<file path="src/rtl/swhs_pkg.sv">
// Package for the single-wire humidity sensor reader.
// Holds the defaults, codes, shared structs and the divide-by-ten helper.
// No dependencies.
`default_nettype none

package swhs_pkg;

    localparam int FRAME_BITS_DEF       = 40;
    localparam int SKIP_TRANSITIONS_DEF = 4;

    localparam int CFG_IDX_W  = 3;
    localparam int CFG_DATA_W = 16;

    localparam logic [15:0] START_LOW_RST  = 16'd18000;
    localparam logic [7:0]  RELEASE_RST    = 8'd40;
    localparam logic [7:0]  THRESHOLD_RST  = 8'd16;
    localparam logic [7:0]  TIMEOUT_RST    = 8'd255;
    localparam logic [6:0]  MAX_TRANS_RST  = 7'd85;

    // register indexes of the configuration port
    typedef enum logic [CFG_IDX_W-1:0] {
        CFG_START_LOW = 3'd0,
        CFG_RELEASE   = 3'd1,
        CFG_THRESHOLD = 3'd2,
        CFG_TIMEOUT   = 3'd3,
        CFG_MAX_TRANS = 3'd4
    } cfg_idx_t;

    typedef enum logic [1:0] {
        PH_IDLE   = 2'd0,
        PH_LOW    = 2'd1,
        PH_REL    = 2'd2,
        PH_LISTEN = 2'd3
    } phase_t;

    typedef struct packed {
        logic [15:0] start_low_ticks;
        logic [7:0]  release_ticks;
        logic [7:0]  one_threshold;
        logic [7:0]  level_timeout;
        logic [6:0]  max_transitions;
    } cfg_t;

    typedef struct packed {
        logic       drive_low;
        logic       busy;
        logic       done;
        logic       valid;
        logic [7:0] hum_whole;
        logic [7:0] hum_tenths;
        logic [7:0] temp_whole;
        logic [7:0] temp_tenths;
        logic [8:0] hum_value;
        logic [8:0] temp_value;
    } result_t;

    // x / 10 for 8-bit x by reciprocal multiply: (x * 205) >> 11
    function automatic logic [7:0] div10(input logic [7:0] x);
        logic [18:0] p;
        p = 19'(x) * 19'd205;
        return p[18:11];
    endfunction

endpackage

`default_nettype wire

</file>
<file path="src/rtl/swhs_cfg.sv">
// Configuration register bank of the humidity sensor reader.
// Depends on swhs_pkg.
`default_nettype none

module swhs_cfg
    import swhs_pkg::*;
(
    input  wire logic                  clk,
    input  wire logic                  rst_n,
    input  wire logic                  cfg_we,
    input  wire logic [CFG_IDX_W-1:0]  cfg_index,
    input  wire logic [CFG_DATA_W-1:0] cfg_wdata,
    output cfg_t                       cfg
);

    cfg_t cfg_reg;

    always_ff @(posedge clk or negedge rst_n)
    begin
        if (!rst_n)
        begin
            cfg_reg.start_low_ticks <= START_LOW_RST;
            cfg_reg.release_ticks   <= RELEASE_RST;
            cfg_reg.one_threshold   <= THRESHOLD_RST;
            cfg_reg.level_timeout   <= TIMEOUT_RST;
            cfg_reg.max_transitions <= MAX_TRANS_RST;
        end
        else if (cfg_we)
        begin
            case (cfg_index)
                CFG_START_LOW: cfg_reg.start_low_ticks <= cfg_wdata;
                CFG_RELEASE:   cfg_reg.release_ticks   <= cfg_wdata[7:0];
                CFG_THRESHOLD: cfg_reg.one_threshold   <= cfg_wdata[7:0];
                CFG_TIMEOUT:   cfg_reg.level_timeout   <= cfg_wdata[7:0];
                CFG_MAX_TRANS: cfg_reg.max_transitions <= cfg_wdata[6:0];
                default:       ;
            endcase
        end
    end

    assign cfg = cfg_reg;

endmodule

`default_nettype wire

</file>
<file path="src/rtl/swhs_core.sv">
// Read sequencer of the humidity sensor reader: phase, level timing,
// bit capture and checksum for one tick. Depends on swhs_pkg.
`default_nettype none

module swhs_core
    import swhs_pkg::*;
#(
    parameter int FRAME_BITS       = FRAME_BITS_DEF,
    parameter int SKIP_TRANSITIONS = SKIP_TRANSITIONS_DEF
)
(
    input  wire logic clk,
    input  wire logic rst_n,
    input  wire logic tick_en,
    input  wire logic line_level,
    input  wire logic start_req,
    input  wire cfg_t cfg,
    output result_t   res
);

    localparam int BC_W = $clog2(FRAME_BITS + 1);

    phase_t                phase_reg,  phase_next;
    logic [15:0]           ticks_reg,  ticks_next;
    logic [7:0]            lw_reg,     lw_next;
    logic                  last_reg,   last_next;
    logic [6:0]            ti_reg,     ti_next;
    logic [FRAME_BITS-1:0] rb_reg,     rb_next;
    logic [BC_W-1:0]       bc_reg,     bc_next;

    logic        drive;
    logic        finish;
    logic        good;
    logic [63:0] rb_ext;
    logic [7:0]  b0, b1, b2, b3, sum;

    always_comb
    begin
        phase_next = phase_reg;
        ticks_next = ticks_reg;
        lw_next    = lw_reg;
        last_next  = last_reg;
        ti_next    = ti_reg;
        rb_next    = rb_reg;
        bc_next    = bc_reg;
        drive      = 1'b0;
        finish     = 1'b0;

        if (phase_next == PH_IDLE && start_req)
        begin
            phase_next = PH_LOW;
            ticks_next = '0;
            lw_next    = '0;
            last_next  = 1'b1;
            ti_next    = '0;
            rb_next    = '0;
            bc_next    = '0;
        end

        if (phase_next == PH_LOW)
        begin
            drive      = 1'b1;
            ticks_next = ticks_next + 16'd1;
            if (ticks_next >= cfg.start_low_ticks || ticks_next == 16'd0)
            begin
                phase_next = PH_REL;
                ticks_next = '0;
            end
        end
        else if (phase_next == PH_REL)
        begin
            if (ticks_next >= 16'(cfg.release_ticks))
            begin
                phase_next = PH_LISTEN;
                lw_next    = '0;
                last_next  = 1'b1;
            end
            else
            begin
                ticks_next = ticks_next + 16'd1;
            end
        end

        if (phase_next == PH_LISTEN && !drive)
        begin
            if (line_level == last_next)
            begin
                if (lw_next >= cfg.level_timeout)
                    finish = 1'b1;
                else
                    lw_next = lw_next + 8'd1;
            end
            else
            begin
                // data bits sit on the even transitions after the preamble
                if (ti_next >= 7'(SKIP_TRANSITIONS) && !ti_next[0] &&
                    bc_next < BC_W'(FRAME_BITS))
                begin
                    rb_next = {rb_next[FRAME_BITS-2:0], (lw_next > cfg.one_threshold)};
                    bc_next = bc_next + 1'b1;
                end
                last_next = line_level;
                lw_next   = 8'd1;
                ti_next   = ti_next + 7'd1;
                if (ti_next >= cfg.max_transitions || ti_next == 7'd0)
                    finish = 1'b1;
            end
            if (finish)
                phase_next = PH_IDLE;
        end
    end

    // frame bytes in the fixed 40-bit layout, checksum is the lowest byte
    assign rb_ext = 64'(rb_next);
    assign b0     = rb_ext[39:32];
    assign b1     = rb_ext[31:24];
    assign b2     = rb_ext[23:16];
    assign b3     = rb_ext[15:8];
    assign sum    = b0 + b1 + b2 + b3;
    assign good   = finish && (bc_next >= BC_W'(FRAME_BITS)) && (sum == rb_ext[7:0]);

    always_comb
    begin
        res             = '0;
        res.drive_low   = drive;
        res.busy        = (phase_next != PH_IDLE);
        res.done        = finish;
        res.valid       = good;
        if (good)
        begin
            res.hum_whole   = b0;
            res.hum_tenths  = b1;
            res.temp_whole  = b2;
            res.temp_tenths = b3;
            res.hum_value   = 9'(b0) + 9'(div10(b1));
            res.temp_value  = 9'(b2) + 9'(div10(b3));
        end
    end

    always_ff @(posedge clk or negedge rst_n)
    begin
        if (!rst_n)
        begin
            phase_reg <= PH_IDLE;
            ticks_reg <= '0;
            lw_reg    <= '0;
            last_reg  <= 1'b1;
            ti_reg    <= '0;
            rb_reg    <= '0;
            bc_reg    <= '0;
        end
        else if (tick_en)
        begin
            phase_reg <= phase_next;
            ticks_reg <= ticks_next;
            lw_reg    <= lw_next;
            last_reg  <= last_next;
            ti_reg    <= ti_next;
            rb_reg    <= rb_next;
            bc_reg    <= bc_next;
        end
    end

    a_done_idle: assert property (@(posedge clk) disable iff (!rst_n)
        tick_en && res.done |=> phase_reg == PH_IDLE)
        else $error("read finished but phase not idle");

    a_drive_phase: assert property (@(posedge clk) disable iff (!rst_n)
        tick_en && res.drive_low |=> phase_reg == PH_LOW || phase_reg == PH_REL)
        else $error("line driven outside start pulse");

    a_hold: assert property (@(posedge clk) disable iff (!rst_n)
        !tick_en |=> $stable(phase_reg) && $stable(bc_reg) && $stable(rb_reg))
        else $error("state moved without a tick");

    a_valid_full: assert property (@(posedge clk) disable iff (!rst_n)
        tick_en && res.valid |-> res.done && bc_next == BC_W'(FRAME_BITS))
        else $error("valid result without a full frame");

endmodule

`default_nettype wire

</file>
<file path="src/rtl/single_wire_humidity_sensor_reader_unit.sv">
// Top level of the single-wire humidity sensor reader.
// Instantiates swhs_cfg and swhs_core; depends on swhs_pkg.
//
//  channel | handshake             | payload
//  --------+-----------------------+--------------------------------------------
//  in      | in_valid / in_ready   | line_level, start_req (one tick per item)
//  out     | out_valid / out_ready | drive_low, busy_res, done_res, valid_res,
//          |                       | four frame bytes, two 9-bit values
//  cfg     | cfg_we                | cfg_index, cfg_wdata (write only)
//
// One result item per input item, one item per cycle sustained while out_ready stays high;
// an item passes the input register, then the sequencer step into the result register.
// The sequencer step is a single pass of short logic: phase counters, one
// bit shift and a four-byte checksum add.
// Reset clears the config to its defaults and the sequencer to idle.
// A stalled output holds its item; the input register keeps one item more,
// so in_ready drops only when both are full.
`default_nettype none

module single_wire_humidity_sensor_reader_unit
    import swhs_pkg::*;
#(
    parameter int FRAME_BITS       = FRAME_BITS_DEF,
    parameter int SKIP_TRANSITIONS = SKIP_TRANSITIONS_DEF
)
(
    input  wire logic                  clk,
    input  wire logic                  rst_n,
    // input items
    input  wire logic                  in_valid,
    output      logic                  in_ready,
    input  wire logic                  line_level,
    input  wire logic                  start_req,
    // result items
    output      logic                  out_valid,
    input  wire logic                  out_ready,
    output      logic                  drive_low,
    output      logic                  busy_res,
    output      logic                  done_res,
    output      logic                  valid_res,
    output      logic [7:0]            humidity_whole,
    output      logic [7:0]            humidity_tenths,
    output      logic [7:0]            temperature_whole,
    output      logic [7:0]            temperature_tenths,
    output      logic [8:0]            humidity_value,
    output      logic [8:0]            temperature_value,
    // configuration writes
    input  wire logic                  cfg_we,
    input  wire logic [CFG_IDX_W-1:0]  cfg_index,
    input  wire logic [CFG_DATA_W-1:0] cfg_wdata
);

    cfg_t    cfg;
    result_t res;
    result_t res_reg;

    logic s1_valid_reg;
    logic s1_line_reg;
    logic s1_start_reg;
    logic out_valid_reg;
    logic advance;
    logic tick_en;

    // result register free or emptying this cycle
    assign advance  = !out_valid_reg || out_ready;
    assign tick_en  = s1_valid_reg && advance;
    assign in_ready = !s1_valid_reg || advance;

    swhs_cfg u_cfg (
        .clk       (clk),
        .rst_n     (rst_n),
        .cfg_we    (cfg_we),
        .cfg_index (cfg_index),
        .cfg_wdata (cfg_wdata),
        .cfg       (cfg)
    );

    swhs_core #(
        .FRAME_BITS       (FRAME_BITS),
        .SKIP_TRANSITIONS (SKIP_TRANSITIONS)
    ) u_core (
        .clk        (clk),
        .rst_n      (rst_n),
        .tick_en    (tick_en),
        .line_level (s1_line_reg),
        .start_req  (s1_start_reg),
        .cfg        (cfg),
        .res        (res)
    );

    // valid flags
    always_ff @(posedge clk or negedge rst_n)
    begin
        if (!rst_n)
        begin
            s1_valid_reg  <= 1'b0;
            out_valid_reg <= 1'b0;
        end
        else
        begin
            if (in_valid && in_ready)
                s1_valid_reg <= 1'b1;
            else if (tick_en)
                s1_valid_reg <= 1'b0;

            if (tick_en)
                out_valid_reg <= 1'b1;
            else if (out_ready)
                out_valid_reg <= 1'b0;
        end
    end

    // payload, no reset needed
    always_ff @(posedge clk)
    begin
        if (in_valid && in_ready)
        begin
            s1_line_reg  <= line_level;
            s1_start_reg <= start_req;
        end
        if (tick_en)
            res_reg <= res;
    end

    assign out_valid          = out_valid_reg;
    assign drive_low          = res_reg.drive_low;
    assign busy_res           = res_reg.busy;
    assign done_res           = res_reg.done;
    assign valid_res          = res_reg.valid;
    assign humidity_whole     = res_reg.hum_whole;
    assign humidity_tenths    = res_reg.hum_tenths;
    assign temperature_whole  = res_reg.temp_whole;
    assign temperature_tenths = res_reg.temp_tenths;
    assign humidity_value     = res_reg.hum_value;
    assign temperature_value  = res_reg.temp_value;

endmodule

`default_nettype wire
</file>
<file path="config.mk">
export PLATFORM = sky130hd
export DESIGN_NAME = single_wire_humidity_sensor_reader_unit
export DESIGN_NICKNAME = d
export VERILOG_FILES = /design/src/rtl/swhs_pkg.sv /design/src/rtl/swhs_cfg.sv /design/src/rtl/swhs_core.sv /design/src/rtl/single_wire_humidity_sensor_reader_unit.sv
export SDC_FILE = /design/constraint.sdc
export NUM_CORES = 1
export LEC_CHECK = 0
export BUFFER_PORTS_ARGS = -buffer_cell sky130_fd_sc_hd__buf_2
export CAP_MARGIN = 20
export CORE_AREA = 2 2 212 214
export CTS_CLUSTER_SIZE = 16
export DETAILED_ROUTE_END_ITERATION = 7
export DIE_AREA = 0 0 214 216
export SLEW_MARGIN = 20
export SYNTH_ARGS = -nofsm -noshare
export SYNTH_HDL_FRONTEND = slang
export SYNTH_SLANG_ARGS = --single-unit
</file>
<file path="constraint.sdc">
create_clock -name clk -period 7.7 [get_ports clk]
set_input_delay 0.385 -clock clk [delete_from_list [all_inputs] [get_ports clk]]
set_output_delay 0.385 -clock clk [all_outputs]
set_load 0.02 [all_outputs]
</file>
==> flow_summary.yaml <==
place:
  numPortBuffers: 81
  dp_hpwl_um: 24000
  place_congestion: 0.898
sta:
  finalSetupTns_ps: 0
  fin_crit_ps: 7420
  setup_viol: 0
  tightest_slew_ps: 1130
  drv_slew: 0
  skew_ps: 10.5
  fmax_mhz: 135
  hold_viol_final: 0
  relSlewSlack: 0.240
  fin_crit_sh: 0.964
flow_run:
  drv_cap: 0
logic_synthesis:
  synth_fp_nets: 1570
  synth_cells: 1362
  synth_edf_count: 56
  syn_area_um2: 13100
  avgSynthCellArea_um2: 9.62
  synth_cell_types: 72
  synth-main-ff-cell: "dfrtp_1"
  ys_seq_area_frac: 0.377
  yosysWarnings: 0
  ys_ff_latch: 185
  async_reset_ff_frac: 0.697
routing:
  avgViaCountPerCell: 4.86
  wl_per_cell_um: 15.7
  drt_iter0_drc: 562
  drtPass1Iterations: 5
  vias: 10100
  drc: 0
  drt_wl_total_um: 32400
  drtAntennaViolNets: 0
power:
  p_per_area_nw_per_um2: 180
  ir_drop_v: 0.000130
  design_power_total_w: 0.00278
  leakagePower_nw: 7.34
worst_setup_path:
  path_class: "reg2reg"
  start_kind: "flop"
  end_kind: "flop"
  worstPathRequired_ps: 7900
  critPathMaxFanout: 6
  cp_slowest_cell: "fa_1"
  max_stage_delay_ps: 490
  arrival_ps: 7630
clocking:
  cts.clk_slew.worst_paths_ps: 70
  cts.sinks: 185
  cts_inserted_buffers: 17
  clock_latency_ps: 460
  cts-root-buf: "clkbuf_16"
  cts_tree: "built"
  ctsLongestPathBuffers: 2
  htree_levels: 4
final_layout:
  nNetsFinal: 1671
  postLayoutCoreUtil: 0.351
  final_cell_mix: "153 x nand2_1, 148 x ha_1, 110 x inv_1, 108 x dfrtp_1, 98 x nor2_1"
  area_delta_synth_final_pct: 17.6
  final_common_cell: "nand2_1"
  drive_gt1_frac: 0.196
  largest_reg_flops: 47
global_routing:
  grt_antenna_before_repair: 1
  grt_pass1_vias: 9978
  met3_usage: 0.0275
  grt_first_pass_wirelength_um: 53400
  grt_start_max_net_pins: 85
  grt_busiest_layer: "met2"
  grt_overflow: 0
  grtUsageMet1: 0.196
  track_usage: 0.144
  grt_use_met2: 0.228
run_status:
  status: "completed"
die:
  start_util: 0.299
  die-area_um2: 46200
  chipWidth_um: 214
  die_h_um: 216
  coreArea_um2: 43800
  io_pins: 82
  rows: 77
min_path:
  hp-class: "in2reg"
per-layer routing:
layer | up-vias | wire [um]
li1 | 4954 | -
met1 | 4868 | 15300
met2 | 202 | 14900
met3 | 30 | 1580
met4 | 0 | 608
met5 | - | 0
critical path: cells and delay by family (launching register included):
kind / cells / cell delay [ps]
AND/OR/NAND/NOR: 11 / 1340
adder cells (fa/ha/maj): 7 / 2460
XOR/XNOR: 3 / 430
flip-flops: 1 / 390
buffers and inverters: 7 / 720
AO/OA/AOI/OAI: 8 / 1320
multiplexers: 2 / 520
final cells by class:
cell class                      count  area [um^2]
Antenna cell                        1         2.50
Clock buffer                       19          453
Clock inverter                     13          111
Fill cell                        4425        28400
Inverter                          114          432
Multi-Input combinational cell   1010         7840
Sequential cell                   185         4940
Tap cell                          592          741
Timing Repair Buffer              135          891
power by group:
part / leakage (nW) / total (W) / switching [W] / internal (W)
logic: 4.83 / 0.000722 / 0.000460 / 0.000261
clock network: 0.279 / 0.000863 / 0.000424 / 0.000440
registers: 2.22 / 0.00119 / 0.0000592 / 0.00113
final timing paths:
path,startpoint,end,slack (ps),cells past startpoint
max,u_core.phase_reg[0],temperature_value[6],280,38
min,line_level,s1_line_reg,100,1
max reg2reg,u_core.phase_reg[0],temperature_value[6],280,38
min reg2reg,u_core.lw_reg[7],u_core.lw_reg[7],490,1
max in group asynchronous,rst_n,u_core.rb_reg[18],5920,3
min in group asynchronous,rst_n,u_cfg.cfg[22],480,2
per-stage QoR:
| stage | instance area (um^2) | hold WS (ps) | setup slack, ps | cells |
|---|---|---|---|---|
| detailed placement | 14400 | 430 | -24.1 | 2016 |
| global route | 15400 | 81.1 | -76.3 | 2068 |
| finish | 15400 | 100 | 275 | 2069 |
| global placement | 14400 | 429 | 144 | 2016 |
| CTS | 15000 | 67.1 | 2.22 | 2049 |
| floorplan | 13300 | 89.4 | -37.9 | 1362 |
synthesized netlist by cell type, types with 9 or more instances:
master	instances	area [um^2]
nand3_1	24	120
o21ai_0	94	470
nand4_1	17	106
a22o_1	26	228
or2_2	11	68.8
and2_1	22	138
xnor2_1	43	377
edfxtp_1	56	1680
a21o_1	26	195
xor2_1	35	307
fa_1	29	581
clkbuf_1	36	135
nor3_1	38	190
and3_1	10	62.6
nand2b_1	9	56.3
nor2b_1	9	56.3
ha_1	153	1910
nand2_1	157	589
mux2i_1	41	410
nor2_1	111	417
a21oi_1	38	190
dfrtp_1	108	2700
inv_1	113	424
dfstp_2	21	552
mux2_2	15	169
cell families (layout without fill, tap and decap cells):
kind of cell | Yosys count | after routing | share of synthesized area
AO/OA/AOI/OAI | 253 | 253 | 0.126
AND/OR/NAND/NOR | 438 | 438 | 0.157
buffers and inverters | 167 | 281 | 0.0504
multiplexers | 59 | 59 | 0.0474
other | 0 | 1 | 0
flip-flops | 185 | 185 | 0.377
XOR/XNOR | 78 | 78 | 0.0521
adder cells (fa/ha/maj) | 182 | 182 | 0.190
what timing repair did:
item                       4_1_cts  5_1_grt
pin swaps                        0       27
gates resized for setup          2       42
hold endpoints to repair        48        0
buffers inserted                 0       17
gates cloned                     0        2
hold buffers                     1        0
setup endpoints to repair        1       10
Power figures use the tool's default switching activity.
